[config.mk]
export PLATFORM = sky130hd
export DESIGN_NAME = base32_stream_decoder_unit
export DESIGN_NICKNAME = d
export VERILOG_FILES = /design/src/b32d_pkg.sv /design/src/b32d_front.sv /design/src/b32d_queue.sv /design/src/b32d_back.sv /design/src/base32_stream_decoder_unit.sv
export SDC_FILE = /design/constraint.sdc
export NUM_CORES = 1
export LEC_CHECK = 0
export BUFFER_PORTS_ARGS = -buffer_cell sky130_fd_sc_hd__buf_2
export CORE_ASPECT_RATIO = 1.75
export CORE_MARGIN = 10
export CORE_UTILIZATION = 58
export DETAILED_ROUTE_END_ITERATION = 8
export GPL_TIMING_DRIVEN = 0
export PLACE_DENSITY_LB_ADDON = 0.15
export SETUP_SLACK_MARGIN = 0.3
export SLEW_MARGIN = 20
export SYNTH_ARGS = -nofsm -noshare
export SYNTH_HDL_FRONTEND = slang
export SYNTH_SLANG_ARGS = --single-unit
[constraint.sdc]
create_clock -name i_clk -period 2.9 [get_ports i_clk]
set_input_delay 0.145 -clock i_clk [delete_from_list [all_inputs] [get_ports i_clk]]
set_output_delay 0.145 -clock i_clk [all_outputs]
set_load 0.05 [all_outputs]
[src/b32d_pkg.sv]
// Shared types, constants and the symbol lookup of the base32 stream decoder.
package b32d_pkg;

    localparam int unsigned SYM_W           = 8;
    localparam int unsigned VAL_W           = 5;
    localparam int unsigned BYTE_W          = 8;
    localparam int unsigned CNT_W           = 16;
    localparam int unsigned PEND_W          = 7;
    localparam int unsigned PCNT_W          = 3;
    localparam int unsigned QUEUE_DEPTH_DEF = 2;

    localparam logic [CNT_W-1:0] MAX_BYTES_RESET = 16'hFFFF;
    localparam logic [SYM_W-1:0] SYM_NUL         = 8'h00;
    localparam logic [VAL_W-1:0] DIGIT_BASE      = 5'd26;

    // Classified character handed from the front to the back
    typedef struct packed {
        logic [VAL_W-1:0] value;
        logic             nul;
        logic             last;
    } t_sym_item;

    // Map one character to its five-bit value; anything unknown is zero
    function automatic logic [VAL_W-1:0] sym_value(input logic [SYM_W-1:0] c);
        logic [SYM_W-1:0] off;
        off = '0;
        unique case (c) inside
            [8'h61:8'h7A]: off = c - 8'h61;
            [8'h41:8'h5A]: off = c - 8'h41;
            [8'h30:8'h35]: off = c - 8'h30 + SYM_W'(DIGIT_BASE);
            default:       off = '0;
        endcase
        return off[VAL_W-1:0];
    endfunction

endpackage

[src/b32d_front.sv]
// Front part: accepts characters, classifies them and pushes them into the queue.
module b32d_front (
    input  logic                      i_valid,
    input  logic [b32d_pkg::SYM_W-1:0] i_symbol,
    input  logic                      i_last,
    input  logic                      i_queue_full,
    output logic                      o_stall,
    output logic                      o_push,
    output b32d_pkg::t_sym_item       o_item
);
    import b32d_pkg::*;

    // Hold the input side off while the queue has no room
    assign o_stall = i_queue_full;
    assign o_push  = i_valid && !i_queue_full;

    // Classify the character
    always_comb begin
        o_item.value = sym_value(i_symbol);
        o_item.nul   = (i_symbol == SYM_NUL);
        o_item.last  = i_last;
    end
endmodule

[src/b32d_queue.sv]
// Short queue between the front and the back parts.
module b32d_queue #(
    parameter int unsigned DEPTH = b32d_pkg::QUEUE_DEPTH_DEF
) (
    input  logic                i_clk,
    input  logic                i_rst_n,
    input  logic                i_push,
    input  b32d_pkg::t_sym_item i_item,
    input  logic                i_pop,
    output logic                o_full,
    output logic                o_valid,
    output b32d_pkg::t_sym_item o_item
);
    import b32d_pkg::*;

    localparam int unsigned PTR_W = (DEPTH > 1) ? $clog2(DEPTH) : 1;
    localparam int unsigned OCC_W = $clog2(DEPTH + 1);
    localparam logic [PTR_W-1:0] PTR_LAST = PTR_W'(DEPTH - 1);
    localparam logic [OCC_W-1:0] OCC_FULL = OCC_W'(DEPTH);

    t_sym_item        r_mem [DEPTH];
    logic [PTR_W-1:0] r_wr_ptr, n_wr_ptr;
    logic [PTR_W-1:0] r_rd_ptr, n_rd_ptr;
    logic [OCC_W-1:0] r_occ, n_occ;

    assign o_full  = (r_occ == OCC_FULL);
    assign o_valid = (r_occ != '0);
    assign o_item  = r_mem[r_rd_ptr];

    // Advance pointers and occupancy
    always_comb begin
        n_wr_ptr = r_wr_ptr;
        n_rd_ptr = r_rd_ptr;
        n_occ    = r_occ;
        if (i_push) begin
            n_wr_ptr = (r_wr_ptr == PTR_LAST) ? '0 : r_wr_ptr + 1'b1;
        end
        if (i_pop) begin
            n_rd_ptr = (r_rd_ptr == PTR_LAST) ? '0 : r_rd_ptr + 1'b1;
        end
        if (i_push && !i_pop) begin
            n_occ = r_occ + 1'b1;
        end else if (!i_push && i_pop) begin
            n_occ = r_occ - 1'b1;
        end
    end

    always_ff @(posedge i_clk) begin
        if (!i_rst_n) begin
            r_wr_ptr <= '0;
            r_rd_ptr <= '0;
            r_occ    <= '0;
        end else begin
            r_wr_ptr <= n_wr_ptr;
            r_rd_ptr <= n_rd_ptr;
            r_occ    <= n_occ;
        end
    end

    // Store entries
    always_ff @(posedge i_clk) begin
        if (i_push) begin
            r_mem[r_wr_ptr] <= i_item;
        end
    end
endmodule

[src/b32d_back.sv]
// Back part: runs the bit accumulator, applies the byte limit and registers results.
module b32d_back (
    input  logic                        i_clk,
    input  logic                        i_rst_n,
    input  logic                        i_cfg_valid,
    input  logic [b32d_pkg::CNT_W-1:0]  i_cfg_data,
    input  logic                        i_item_valid,
    input  b32d_pkg::t_sym_item         i_item,
    output logic                        o_pop,
    input  logic                        i_stall,
    output logic                        o_valid,
    output logic [b32d_pkg::BYTE_W-1:0] o_data,
    output logic                        o_data_valid,
    output logic                        o_done_res,
    output logic [b32d_pkg::CNT_W-1:0]  o_byte_count
);
    import b32d_pkg::*;

    logic [CNT_W-1:0]  r_max_bytes;
    logic [PEND_W-1:0] r_pend_bits, n_pend_bits;
    logic [PCNT_W-1:0] r_pend_cnt, n_pend_cnt;
    logic [CNT_W-1:0]  r_emit_cnt, n_emit_cnt;
    logic              r_halted, n_halted;

    logic              r_out_valid;
    logic [BYTE_W-1:0] r_out_data;
    logic              r_out_dvalid;
    logic              r_out_done;
    logic [CNT_W-1:0]  r_out_count;

    logic                    halt_now;
    logic [PEND_W+VAL_W-1:0] acc;
    logic [PCNT_W:0]         sum;
    logic [PCNT_W-1:0]       rem;
    logic                    have_byte;
    logic [BYTE_W-1:0]       byte_val;
    logic [PEND_W-1:0]       keep_mask;
    logic                    emit;
    logic                    has_result;

    // Take the next item whenever the output register frees up
    assign o_pop = i_item_valid && (!r_out_valid || !i_stall);

    // Decode one item against the accumulator
    always_comb begin
        halt_now  = r_halted || i_item.nul;
        acc       = {r_pend_bits, i_item.value};
        sum       = {1'b0, r_pend_cnt} + (PCNT_W+1)'(VAL_W);
        have_byte = sum[PCNT_W];
        rem       = sum[PCNT_W-1:0];
        byte_val  = BYTE_W'(acc >> rem);
        keep_mask = PEND_W'((8'd1 << rem) - 8'd1);
        emit      = !halt_now && have_byte && (r_emit_cnt < r_max_bytes);

        n_pend_bits = r_pend_bits;
        n_pend_cnt  = r_pend_cnt;
        n_emit_cnt  = emit ? r_emit_cnt + 1'b1 : r_emit_cnt;
        n_halted    = halt_now;
        if (!halt_now) begin
            n_pend_bits = acc[PEND_W-1:0] & keep_mask;
            n_pend_cnt  = rem;
        end
        has_result = emit || i_item.last;
    end

    // Update decoder state; clear it after the last character
    always_ff @(posedge i_clk) begin
        if (!i_rst_n) begin
            r_pend_bits <= '0;
            r_pend_cnt  <= '0;
            r_emit_cnt  <= '0;
            r_halted    <= 1'b0;
        end else if (o_pop) begin
            if (i_item.last) begin
                r_pend_bits <= '0;
                r_pend_cnt  <= '0;
                r_emit_cnt  <= '0;
                r_halted    <= 1'b0;
            end else begin
                r_pend_bits <= n_pend_bits;
                r_pend_cnt  <= n_pend_cnt;
                r_emit_cnt  <= n_emit_cnt;
                r_halted    <= n_halted;
            end
        end
    end

    // Hold the byte limit register
    always_ff @(posedge i_clk) begin
        if (!i_rst_n) begin
            r_max_bytes <= MAX_BYTES_RESET;
        end else if (i_cfg_valid) begin
            r_max_bytes <= i_cfg_data;
        end
    end

    // Output register: load a new result or drop the taken one
    always_ff @(posedge i_clk) begin
        if (!i_rst_n) begin
            r_out_valid <= 1'b0;
        end else if (o_pop && has_result) begin
            r_out_valid <= 1'b1;
        end else if (!i_stall) begin
            r_out_valid <= 1'b0;
        end
    end

    always_ff @(posedge i_clk) begin
        if (o_pop && has_result) begin
            r_out_data   <= emit ? byte_val : '0;
            r_out_dvalid <= emit;
            r_out_done   <= i_item.last;
            r_out_count  <= n_emit_cnt;
        end
    end

    assign o_valid      = r_out_valid;
    assign o_data       = r_out_data;
    assign o_data_valid = r_out_dvalid;
    assign o_done_res   = r_out_done;
    assign o_byte_count = r_out_count;
endmodule

[src/base32_stream_decoder_unit.sv]
// Top level of the streaming base32 decoder.
// An accepted character is written into the queue, then decoded into the output register.
// Throughput: one character per cycle while neither the queue nor the output register stalls.
// A full queue or a stalled output register holds the input side off.
// Reset (synchronous, active low) clears the accumulator, counters, queue and output valid,
// and sets the byte limit to 65535.
module base32_stream_decoder_unit #(
    parameter int unsigned QUEUE_DEPTH = b32d_pkg::QUEUE_DEPTH_DEF
) (
    input  logic                        i_clk,
    input  logic                        i_rst_n,
    input  logic                        i_cfg_valid,
    input  logic [b32d_pkg::CNT_W-1:0]  i_cfg_data,
    output logic                        o_cfg_ready,
    input  logic                        i_valid,
    output logic                        o_stall,
    input  logic [b32d_pkg::SYM_W-1:0]  i_symbol,
    input  logic                        i_last,
    output logic                        o_valid,
    input  logic                        i_stall,
    output logic [b32d_pkg::BYTE_W-1:0] o_data,
    output logic                        o_data_valid,
    output logic                        o_done_res,
    output logic [b32d_pkg::CNT_W-1:0]  o_byte_count
);
    import b32d_pkg::*;

    logic      push;
    logic      pop;
    logic      queue_full;
    logic      queue_valid;
    t_sym_item front_item;
    t_sym_item back_item;

    // Accept the limit register at any time
    assign o_cfg_ready = 1'b1;

    b32d_front u_front (
        .i_valid      (i_valid),
        .i_symbol     (i_symbol),
        .i_last       (i_last),
        .i_queue_full (queue_full),
        .o_stall      (o_stall),
        .o_push       (push),
        .o_item       (front_item)
    );

    b32d_queue #(
        .DEPTH (QUEUE_DEPTH)
    ) u_queue (
        .i_clk   (i_clk),
        .i_rst_n (i_rst_n),
        .i_push  (push),
        .i_item  (front_item),
        .i_pop   (pop),
        .o_full  (queue_full),
        .o_valid (queue_valid),
        .o_item  (back_item)
    );

    b32d_back u_back (
        .i_clk        (i_clk),
        .i_rst_n      (i_rst_n),
        .i_cfg_valid  (i_cfg_valid && o_cfg_ready),
        .i_cfg_data   (i_cfg_data),
        .i_item_valid (queue_valid),
        .i_item       (back_item),
        .o_pop        (pop),
        .i_stall      (i_stall),
        .o_valid      (o_valid),
        .o_data       (o_data),
        .o_data_valid (o_data_valid),
        .o_done_res   (o_done_res),
        .o_byte_count (o_byte_count)
    );
endmodule

==> metrics.md, run 1 <==
| Metric | Value |
|---|---|
| Run status | finished, final reports clean |
| Count of endpoints failing setup in the final report | 0 |
| Number of buffers added by the clock tree synthesis step | 9 |
| Final weighted congestion in routability-driven placement | 0.960 |
| Arrival time of the worst setup path | roughly 2.7 ns |
| Starting DRT DRC Count | 236 |
| Worst skew pair latency | around 0.34 ns |
| Critical Path RT | 3.06 ns |
| Via count of the first global-routing pass | just over 4000 |
| Die area | 12400 µm² |
| Wire length reported by the detailed router | 11.7 mm |
| Count of hold-fix buffers inserted at cts | 0 |
| Maxcap violations | 0 |
| All-Layer GR Usage | 19.4% |
| H-tree lvl count | 3 |
| Fill count | roughly 630 |
| Cell-by-cell listing of the critical path | ha_1 -> a21o_1 -> a211oi_1 -> o21ai_1 -> buf_4 -> a21o_1 -> buf_2 -> clkbuf_2 -> nor3_1 |
| Clock slew at reported path FFs | 0.06 ns |
| Crit Path Category | flip-flop to flip-flop |
| Area taken by multi-input logic gates | 2420 µm² |
| TritonCTS Sinks | 89 |
| Number of instances in the synthesized netlist | roughly 480 |
| Initial antenna violation count | 0 |
| Sequential area share after synthesis | 45.8% |
| Post-layout instance count excluding filler cells | 650 |
| Nets@finish | 614 |
| Kind of end point of the critical path | flip-flop |
| Max-slew headroom | 51.1% |
| Setup repair after global routing missed its margin | no |
| Largest driver fanout on the critical path | 10 |
| Number of buffers added on ports | 57 |
| Endpoints failing hold | 0 |
| Most frequent cell on the critical path | a21o_1 |
| Worst clock skew | approximately 0.0074 ns |
| First-pass GRT wire length | 18.9 mm |
| Die extent in x | 88.5 µm |
| Overall via count from detail_route | 3891 |
| Remaining Overflow, GRT | 0 |
| Mapped Area | 4770 µm² |
| Signed area change from the synthesized netlist to the final layout | 17.5% |
| Synth unique cells | 62 |
| Type of origin of the critical path | flip-flop |
| LEAKAGE | approximately 0.0024 µW |
| TritonCTS clock tree | yes |
| Mean instance size in the synthesized netlist | 9.87 µm² |
| Part of the cycle the worst path needs | 85.8% |
| Maximum root-to-sink buffer count | 2 |
| Area post-placement | approximately 5200 µm² |
| Top-area cell type share of the netlist area | 25.2% |
| Floorplan Core Area | 7960 µm² |
| Post-placement cell count | 630 |
| Max Fclk | 0.402 GHz |
| Diode count | 0 |
| DRC violation count after routing | 0 |
| Maximum number of pins on one net before global-route repair | 27 |
| Num rows | 43 |
| Async set-reset flop share out of synthesis | 0% |
| Worst-margin pin slew | around 0.72 ns |
| Design Area, Final | around 5600 µm² |
| Synth Warn # | 0 |
| Cell Pwr Density | 798 nW/µm² |
| Overall die height | 140 µm |
| Drt first pass iters | 4 |
| Final-report max-slew violation count | 0 |
| Share of final-layout standard cells stronger than drive strength 1 | between 20% and 30% |
| Largest cells by area after synthesis | edfxtp_1 (25%), dfxtp_1 (21%), ha_1 (7.6%), nand2_1 (4.6%), o211ai_1 (3.5%) |
| Slowest stage cell, crit path | dfxtp_2 |
| Register area | around 2200 µm² |
| Net count after synthesis | 542 |
| CTS Root Cell | clkbuf_16 |
| Worst hold-check path type | input port to flip-flop |
| Number of placed I/O pins | 59 |
| Initial core utilization | 59.9% |
| Post-synth EDFFs | 40 |
| HPWL Detailed | approximately 9.0 mm |
| Largest vdd supply drop | roughly 500 µV |
| Dominant cell type by area after synthesis | edfxtp_1 |
| Detail-routed via count per cell | 5.99 |
| WL/cell | around 18 µm |
| Stage delay of the slowest cell on the critical path | 0.36 ns |
| Final Critical Period | around 2.5 ns |
| #FFs+latches synth | 89 |
| Post-detailed-route count of antenna-violating nets | 0 |
| Most used flip-flop cell after synthesis | dfxtp_1 |
## layer usage
layer	part of all wire [%]	vias to the layer above	track usage, %	wire length [µm]
met5	0	-	0	0
met4	4.1	0	12.9	481
met3	4.4	30	3.89	511
met2	57	102	36.9	6710
met1	34	1850	17.3	3990
li1	-	1909	-	-
## synthesized netlist by cell type, drive strengths merged (2+ instances only)
cell and n:
a2111oi 5, a211o 3, a211oi 5, a21o 6, a21oi 17, a22o 4
a31o 2, a31oi 10, a32o 7, and2 5, and3 6, and4 3
buf 7, clkbuf 17, dfxtp 49, edfxtp 40, ha 29, inv 31
mux2 7, mux2i 12, nand2 59, nand2b 3, nand3 7, nand4 5
nor2 32, nor3 7, nor4 5, o211a 2, o211ai 22, o21a 5
o21ai 17, o22ai 4, or2 2, or3 4, xnor2 13, xor2 14
## flip-flops by register name (all words and copies together), names as in the netlist, 2 cells and up, named ones only
signal	flops
u_queue.r_mem	14
u_back.o_data	8
u_back.o_byte_count	16
u_back.r_pend_bits	7
u_back.r_max_bytes	16
u_queue.r_occ	2
u_back.r_pend_cnt	3
u_back.r_emit_cnt	16
## area by class of cell
class                           count  share of cell area (%)
Clock inverter                      6                    1.48
Clock buffer                       10                    4.09
Sequential cell                    89                    39.1
Timing Repair Buffer               61                    5.63
Buffer                             24                    2.19
Inverter                           32                    2.24
Tap cell                           90                    2.01
Multi-Input combinational cell    338                    43.3
## logic make-up after synthesis
| kind of cell | Yosys count | synth area share (%) |
|---|---|---|
| buffers and inverters | 56 | 4.67 |
| and+or+nand+nor | 142 | 13.9 |
| AOI/OAI and AO/OA | 119 | 18.2 |
| xor gates and xnor gates | 27 | 4.96 |
| other | 1 | 0.0787 |
| muxes | 20 | 4.73 |
| DFF | 89 | 45.8 |
| adders and majority gates | 29 | 7.61 |
## path summary, 6_finish.rpt
check,slack (ns),cells past startpoint,from,end
min reg2reg,0.48,2,u_back.o_valid,u_back.o_valid
min,0.01,1,i_last,u_queue.r_mem[0][0]
max,0.41,9,u_back.r_emit_cnt[6],u_back.o_data[5]
max reg2reg,0.41,9,u_back.r_emit_cnt[6],u_back.o_data[5]
## what timing repair did
action	4_1_cts	5_1_grt
endpoints found under the setup margin	68	54
pin swaps	2	1
buffers inserted	3	1
hold endpoints to repair	0	0
resized for setup	20	13
## power by group
part / internal, µW / switching [µW]
Combinational: 457 / 1140
Clock: 750 / 474
Sequential: 1560 / 91.2
## through the flow
| stage | worst slack [ns] | utilization [%] | hold slack (ns) | setup TNS [ns] | total power [µW] |
|---|---|---|---|---|---|
| final | 0.412 | 70.3 | 0.0107 | 0 | 4470 |
| after global routing | 0.306 | 70.3 | 0.00487 | 0 | 4670 |
| after CTS | 0.327 | 69.6 | 0.000315 | 0 | 4470 |
| after detailed placement | -0.356 | 64.8 | 0.355 | -9.56 | 3220 |
| after global placement | -0.273 | 64.8 | 0.345 | -7.10 | 3170 |
| after floorplan | 0.373 | - | 0.244 | 0 | 2820 |
## worst max-delay path, delay by kind of cell, from the launching register on
| kind | cells | cell delay [ns] |
|---|---|---|
| AO/OA/AOI/OAI | 4 | 0.74 |
| flip-flops | 1 | 0.36 |
| AND/OR/NAND/NOR | 1 | 0.27 |
| buffers and inverters | 3 | 0.60 |
| adder cells (fa/ha/maj) | 1 | 0.33 |
## layout by cell type, fill, tap and decap left out, types with 3 or more instances in the layout
cell type / count
nand2_1: 59
buf_2: 59
dfxtp_1: 45
edfxtp_1: 40
nor2_1: 31
inv_1: 29
ha_1: 29
o211ai_1: 22
a21oi_1: 17
o21ai_0: 13
clkbuf_1: 13
xor2_1: 13
xnor2_1: 13
mux2i_1: 12
a31oi_1: 10
clkbuf_16: 9
nand3_1: 7
nor3_1: 7
a32o_1: 7
a21o_1: 6
and3_1: 6
mux2_2: 6
o21a_1: 5
nand4_1: 5
a211oi_1: 5
and2_1: 5
buf_4: 5
o22ai_1: 4
a22o_1: 4
dfxtp_2: 4
o21ai_1: 3
nand2b_1: 3
a211o_1: 3
or3_1: 3
clkbuf_2: 3
and4_1: 3
nor4_1: 3
clkinv_2: 3
(Power assumes the default switching activity.)
==> run 2: changes to the inputs <==
--- a/config.mk
+++ b/config.mk
@@ -5,10 +5,11 @@
 export SDC_FILE = /design/constraint.sdc
 export NUM_CORES = 1
 export LEC_CHECK = 0
+export ABC_AREA = 1
 export BUFFER_PORTS_ARGS = -buffer_cell sky130_fd_sc_hd__buf_2
 export CORE_ASPECT_RATIO = 1.75
 export CORE_MARGIN = 10
-export CORE_UTILIZATION = 58
+export CORE_UTILIZATION = 59
 export DETAILED_ROUTE_END_ITERATION = 8
 export GPL_TIMING_DRIVEN = 0
 export PLACE_DENSITY_LB_ADDON = 0.15
==> run 2 against run 1 <==
Wire length rose by 5.7%. Worst setup slack improved by 0.093 ns. Sequential share of layout area shrank 0.51 points. Cell area rose by 1.1%.
==> metrics.md, run 2 <==
| Metric | Value |
|---|---|
| Critical Path RT | 2.95 ns (-0.11 ns) |
| Worst hold-check path type | input port to flip-flop |
| HPWL Detailed | 9.72 mm (+8.2%) |
| LEAKAGE | 0.00253 µW (+5.3%) |
| Worst setup path startpoint | u_back.r_emit_cnt[7] |
| Multiplexer share of the synthesized area | 0.817% (-3.9 points) |
| Maximum root-to-sink buffer count | 2 (unchanged) |
| Design Area, Final | 5660 µm² (+1.1%) |
| Clock slew at reported path FFs | 0.06 ns (about the same) |
| Starting DRT DRC Count | 201 (-15%) |
| Post-synthesis share of cell area spent on and, or, nand and nor gates | 22.6% (+8.7 points) |
| Xor and xnor fraction of the mapped netlist area | 2.50% (-2.5 points) |
| Initial antenna violation count | 0 (unchanged) |
| Arrival time of the worst setup path | 2.45 ns (-0.20 ns) |
| Count of endpoints failing setup in the final report | 0 (unchanged) |
| Kind of end point of the critical path | flip-flop |
| Diode count | 0 (unchanged) |
| Area post-placement | 5300 µm² (+2.6%) |
| Largest driver fanout on the critical path | 13 (+3) |
| Combinational family with the most area after synthesis | simple AND/OR/NAND/NOR gates |
| Endpoints failing hold | 0 (unchanged) |
| Fill count | 683 (+7.7%) |
| Maxcap violations | 0 (unchanged) |
| Most frequent cell on the critical path | nand2_1 |
| Mapped Area | 4900 µm² (+2.9%) |
| First-pass GRT wire length | 20.2 mm (+6.8%) |
| Maximum number of pins on one net before global-route repair | 15 (-44%) |
| Max-slew headroom | 55.6% (+4.4 points) |
| Floorplan Core Area | 8200 µm² (+3.0%) |
| Worst clock skew | 0.00353 ns (-0.00391 ns) |
| Cell-by-cell listing of the critical path | ha_1 -> nand2_1 -> nor2_1 -> nor3_1 -> nand2_1 -> nand2_1 -> nand3_2 -> buf_2 -> nand2_1 -> nand2_2 -> clkinvlp_4 -> buf_12 |
| Most common library cells after synthesis | nand2_1 (144), inv_1 (72), a21oi_1 (52) |
| Number of placed I/O pins | 59 (unchanged) |
| Drt first pass iters | 4 (unchanged) |
| Count leader, synth | nand2_1 |
| Via count of the first global-routing pass | 4437 (+8.4%) |
| Net count after synthesis | 663 (+22%) |
| Number of buffers added on ports | 56 (-1.8%) |
| DRC violation count after routing | 0 (unchanged) |
| Total met3 wirelength after detailed routing | 376 µm (-26%) |
| Post-synthesis adder-cell area fraction | 7.40% (-0.21 points) |
| Synth Warn # | 0 (unchanged) |
| Die area | 12500 µm² (+0.91%) |
| Crit Path Category | flip-flop to flip-flop |
| Run status | finished, final reports clean |
| Final-report max-slew violation count | 0 (unchanged) |
| Synth unique cells | 44 (-29%) |
| Cell Pwr Density | 837 nW/µm² (+4.8%) |
| Die extent in x | 88.9 µm (+0.43%) |
| Dominant cell type by area after synthesis | edfxtp_1 |
| Signed area change from the synthesized netlist to the final layout | 15.5% |
| Final Critical Period | 2.39 ns (-0.0927 ns) |
| CTS Root Cell | clkbuf_16 |
| #FFs+latches synth | 89 (unchanged) |
| Worst skew pair latency | 0.34 ns (about the same) |
| Share of final-layout standard cells stronger than drive strength 1 | 16.8% (-3.4 points) |
| Detail-routed via count per cell | 5.60 (-6.5%) |
| Leading cell type in the layout, fill and taps excluded | nand2_1 |
| Wire length reported by the detailed router | 12.4 mm (+5.7%) |
| Num rows | 44 (+2.3%) |
| Routed wire length on met2 | 7.10 mm (+5.8%) |
| Sequential area share after synthesis | 44.5% (-1.3 points) |
| Initial core utilization | 59.8% (-0.090 points) |
| Max layer used | met4 |
| Async set-reset flop share out of synthesis | 0% (unchanged) |
| Largest vdd supply drop | 443 µV (-9.0%) |
| Setup repair after global routing missed its margin | no |
| Mean instance size in the synthesized netlist | 8.12 µm² (-18%) |
| Overall via count from detail_route | 4322 (+11%) |
| H-tree lvl count | 3 (unchanged) |
| Most used flip-flop cell after synthesis | dfxtp_1 |
| Nets@finish | 734 (+20%) |
| Largest cells by area after synthesis | edfxtp_1 (25%), dfxtp_1 (20%), nand2_1 (11%), ha_1 (7.4%), inv_1 (5.5%) |
| Worst-margin pin slew | 0.664 ns (-0.0573 ns) |
| Part of the cycle the worst path needs | 82.6% (-3.2 points) |
| Overall die height | 141 µm (+0.48%) |
| WL/cell | 16.0 µm (-11%) |
| TritonCTS Sinks | 89 (unchanged) |
| Slowest stage cell, crit path | dfxtp_1 |
| Metal1 wirelength | 4.36 mm (+9.2%) |
| All-Layer GR Usage | 20.5% (+1.1 points) |
| Remaining Overflow, GRT | 0 (unchanged) |
| Commonest cells after routing, fill and taps aside | nand2_1 (143), inv_1 (71), buf_2 (65), a21oi_1 (52), dfxtp_1 (48) |
| Top-area cell type share of the netlist area | 24.5% (-0.70 points) |
| Number of instances in the synthesized netlist | 604 (+25%) |
| Startpoint of the worst-slack reg-to-reg timing path | u_back.r_emit_cnt[7] |
| Final weighted congestion in routability-driven placement | 0.935 (-2.5%) |
| Max Fclk | 0.418 GHz (+3.9%) |
| TritonCTS clock tree | yes |
| Stage delay of the slowest cell on the critical path | 0.50 ns (+0.14 ns) |
| Post-synth EDFFs | 40 (unchanged) |
| Start point of the worst min-delay path | i_cfg_data[6] |
| Type of origin of the critical path | flip-flop |
| Final total power | 4740 µW (+6.0%) |
| Post-detailed-route count of antenna-violating nets | 0 (unchanged) |
| Synthesized-area fraction occupied by ao, oa, aoi and oai cells | 13.4% (-4.8 points) |
| Number of buffers added by the clock tree synthesis step | 9 (unchanged) |
## run 2: cell types whose count changed after synthesis, moves of 18 or more
| cell | previous run | this run |
|---|---|---|
| o21ai_0 | 16 | 45 |
| nand4_1 | 5 | 23 |
| o211ai_1 | 22 | 0 |
| nand2_1 | 59 | 144 |
| inv_1 | 31 | 72 |
| a21oi_1 | 17 | 52 |
## run 2: timing repair
item                       4_1_cts  5_1_grt
cloned                           1        1
setup buffers                    0        1
hold buffers                     1        0
hold endpoints to repair         2        0
setup endpoints to repair       26       29
resized for setup                2        7
## run 2: through the flow
stage          hold slack [ns]  setup WS (ns)  util [%]  std cells  setup TNS [ns]
2_1_floorplan            0.244          0.520         -        604               0
3_3_place_gp             0.338         0.0269      64.6        752               0
3_5_place_dp             0.338         -0.108      64.6        752           -2.77
4_1_cts                 0.0210          0.358      68.5        770               0
5_1_grt                 0.0354          0.321      69.0        772               0
6_report                0.0254          0.505      69.0        772               0
## run 2: where the power goes
part           switching, µW  total (µW)  internal (µW)  leakage (µW)
Sequential              91.8        1700           1600      0.000786
Clock                    459        1130            676      0.000153
Combinational           1430        1910            480       0.00159
## run 2: logic make-up (layout without fill, tap and decap cells)
group,count (synthesis),count (layout)
simple gates,246,246
mux,4,4
fa+ha+maj,29,29
xor+xnor,14,14
buf+inv,101,177
flops,89,89
other cells,1,1
compound gates,120,120
## run 2: worst max-delay path: cells and delay by family, from the launching register on
family | cells | cell delay (ns)
fa+ha+maj | 1 | 0.31
simple gates | 8 | 0.81
flops | 1 | 0.50
buf+inv | 3 | 0.49
## run 2: layer usage
metal / up-vias / global-route usage (%)
met1: 2023 / 19.1
met4: 0 / 11.6
met3: 37 / 3.29
met5: - / 0
li1: 2162 / -
met2: 100 / 39.5
## run 2: cell type report
type	instances	area [µm²]	area share, %
repair buffers	58	310	5.48
multi-input cells	414	2300	40.7
clock inverters	4	23.8	0.420
well taps	92	115	2.03
flip-flops and latches	89	2180	38.6
inverters	76	294	5.19
repair inverters	2	15.0	0.265
plain buffers	25	140	2.48
clock buffers	12	278	4.91
## run 2: worst paths after layout
check	cells past startpoint	endpoint	slack (ns)
max	12	u_back.o_byte_count[5]	0.51
min	3	u_back.r_max_bytes[6]	0.03
max reg2reg	12	u_back.o_byte_count[5]	0.51
min reg2reg	1	flip-flop	0.47
==> run 3: changes to the inputs <==
==> constraint.sdc (replaced) <==
create_clock -name i_clk -period 2.3 [get_ports i_clk]
set_input_delay 0.115 -clock i_clk [delete_from_list [all_inputs] [get_ports i_clk]]
set_output_delay 0.115 -clock i_clk [all_outputs]
set_load 0.05 [all_outputs]
==> run 3 against run 2 <==
Non-clock buffer count up 44. Register-to-register slack worse by 0.29 ns. Clock skew up 0.0026 ns. Maximum frequency grew 15%. Critical endpoint is now u_back.o_byte_count[2]. Wire length grew 18%. Largest cell class unchanged. Cell area rose by 15%. Highest routed layer unchanged. Utilization grew 10 points. Worst setup slack got worse by 0.29 ns. Combinational power up 52%. Sequential power is 26% higher. Global-route usage up 2.0 points.
==> metrics.md, run 3 (synthesis results as in run 2) <==
| Metric | Value |
|---|---|
| Remaining Overflow, GRT | 0 (unchanged) |
| Most frequent cell on the critical path | nand2_2 |
| Post-placement cell count | 752 (unchanged) |
| Via count of the first global-routing pass | 4535 (+2.2%) |
| LEAKAGE | 0.00275 µW (+8.8%) |
| Largest vdd supply drop | 633 µV (+43%) |
| Die extent in x | 88.9 µm (unchanged) |
| Met2 global-route usage | 41.2% (+1.7 points) |
| Slowest stage cell, crit path | dfxtp_2 |
| Worst setup slack after layout | 0.215 ns (-0.291 ns) |
| Post-layout instance count excluding filler cells | 815 (+5.6%) |
| TritonCTS Sinks | 89 (unchanged) |
| Detail-routed via count per cell | 5.73 (+2.4%) |
| Run status | finished, final reports clean |
| Initial core utilization | 59.8% (unchanged) |
| Final-report max-slew violation count | 0 (unchanged) |
| Max Fclk | 0.480 GHz (+15%) |
| Starting DRT DRC Count | 320 (+59%) |
| Signed area change from the synthesized netlist to the final layout | 32.4% |
| Maximum root-to-sink buffer count | 2 (unchanged) |
| Maximum number of pins on one net before global-route repair | 16 (+1) |
| Part of the cycle the worst path needs | 90.7% (+8.1 points) |
| Crit Path Category | flip-flop to flip-flop |
| Maxcap violations | 0 (unchanged) |
| Floorplan Core Area | 8200 µm² (unchanged) |
| Diode count | 0 (unchanged) |
| Kind of end point of the critical path | flip-flop |
| Wire length reported by the detailed router | 14.6 mm (+18%) |
| Initial antenna violation count | 0 (unchanged) |
| Num rows | 44 (unchanged) |
| Most used routing layer in global routing | met2 |
| Drt first pass iters | 6 (+2) |
| Worst-margin pin slew | 0.758 ns (+0.0936 ns) |
| Overall via count from detail_route | 4672 (+8.1%) |
| Final weighted congestion in routability-driven placement | 0.945 (+0.99%) |
| Final Critical Period | 2.09 ns (-0.309 ns) |
| Number of buffers added on ports | 56 (unchanged) |
| Cell-by-cell listing of the critical path | ha_1 -> a21oi_2 -> nor2_1 -> nor3_2 -> nand2_2 -> nand2_2 -> buf_4 -> buf_6 -> nand4_1 -> and2_1 |
| Number of buffers and inverters on the critical path | 2 (-1) |
| HPWL Detailed | 9.86 mm (+1.4%) |
| Largest driver fanout on the critical path | 10 (-3) |
| First-pass GRT wire length | 21.7 mm (+7.6%) |
| Number of placed I/O pins | 59 (unchanged) |
| Max-slew headroom | 49.5% (-6.1 points) |
| Nets@finish | 777 (+5.9%) |
| Setup repair after global routing missed its margin | yes |
| Met3 global-route usage | 5.42% (+2.1 points) |
| Count of endpoints failing setup in the final report | 0 (unchanged) |
| Worst clock skew | 0.00618 ns (+0.00265 ns) |
| TritonCTS clock tree | yes |
| Worst hold-check path type | input port to flip-flop |
| Share of final-layout standard cells stronger than drive strength 1 | 31.4% (+15 points) |
| Overall die height | 141 µm (unchanged) |
| Cell Pwr Density | 1010 nW/µm² (+20%) |
| Clock slew at reported path FFs | 0.06 ns (about the same) |
| Leading cell type in the layout, fill and taps excluded | nand2_1 |
| Worst skew pair latency | 0.35 ns (about the same) |
| DRC violation count after routing | 0 (unchanged) |
| Register area | 2240 µm² (+2.6%) |
| Arrival time of the worst setup path | 2.19 ns (-0.26 ns) |
| Area taken by multi-input logic gates | 2600 µm² (+13%) |
| Stage delay of the slowest cell on the critical path | 0.38 ns (-0.12 ns) |
| All-Layer GR Usage | 22.5% (+2.0 points) |
| WL/cell | 17.9 µm (+12%) |
| Type of origin of the critical path | flip-flop |
| Fill count | 529 (-23%) |
| Endpoints failing hold | 0 (unchanged) |
| H-tree lvl count | 3 (unchanged) |
| Gate family responsible for the most delay along the worst path | simple AND/OR/NAND/NOR gates |
| Die area | 12500 µm² (unchanged) |
| Commonest cells after routing, fill and taps aside | nand2_1 (134), buf_2 (58), inv_1 (56), o21ai_0 (44), edfxtp_1 (40) |
| Number of buffers added by the clock tree synthesis step | 9 (unchanged) |
| CTS Root Cell | clkbuf_16 |
| Routing usage on met1 | 21.4% (+2.3 points) |
| Post-detailed-route count of antenna-violating nets | 0 (unchanged) |
| Dpl ws | -0.232 ns (-0.124 ns) |
| Critical Path RT | 2.40 ns (-0.55 ns) |
-- run 3: final timing paths --
kind | start | to | slack (ns) | cells past startpoint
hold / removal | i_cfg_data[5] | u_back.r_max_bytes[5] | 0.02 | 3
setup reg to reg | u_back.r_emit_cnt[4] | u_back.o_byte_count[2] | 0.21 | 10
setup / recovery | u_back.r_emit_cnt[4] | u_back.o_byte_count[2] | 0.21 | 10
hold reg to reg | u_back.r_max_bytes[6] | u_back.r_max_bytes[6] | 0.47 | 2
-- run 3: report_power, final --
part	internal [µW]	switching [µW]	total, µW
combinational	909	1990	2900
sequential	2020	126	2140
clock	873	625	1500
total	3800	2740	6540
-- run 3: through the flow --
step                power (µW)  TNS (ns)  hold WS [ns]  area (µm²)  utilization (%)
floorplan                 3910         0         0.214        4950                -
global placement          4470     -4.95         0.304        5340             65.1
detailed placement        4530     -6.03         0.313        5340             65.1
CTS                       6300         0       0.00669        6030             73.5
global route              6810         0        0.0320        6490             79.1
finish                    6540         0        0.0169        6490             79.1
-- run 3: area by class of cell --
type,instances,share of cell area [%]
repair buffers,102,11.3
repair inverters,1,0.116
plain buffers,25,2.89
inverters,76,4.63
clock inverters,6,1.02
clock buffers,10,3.68
flip-flops and latches,89,34.5
multi-input cells,414,40.1
well taps,92,1.77
-- run 3: layer usage --
metal	wire length (µm)	part of all wire (%)	up-vias
met5	0	0	-
met4	830	5.7	0
met3	763	5.2	60
met2	8110	56	186
met1	4890	34	2171
li1	-	-	2255
-- run 3: what timing repair did --
item | CTS | global route
endpoints found under the hold margin | 16 | 0
buffers inserted | 14 | 13
hold buffers | 15 | 0
endpoints found under the setup margin | 46 | 67
gates resized for setup | 32 | 87
cloned | 2 | 3
pin swaps | 3 | 42
-- run 3: worst min-delay path, stage by stage --
cell     delay, ns
buf_2         0.08
a21oi_1       0.05
o21ai_0       0.08
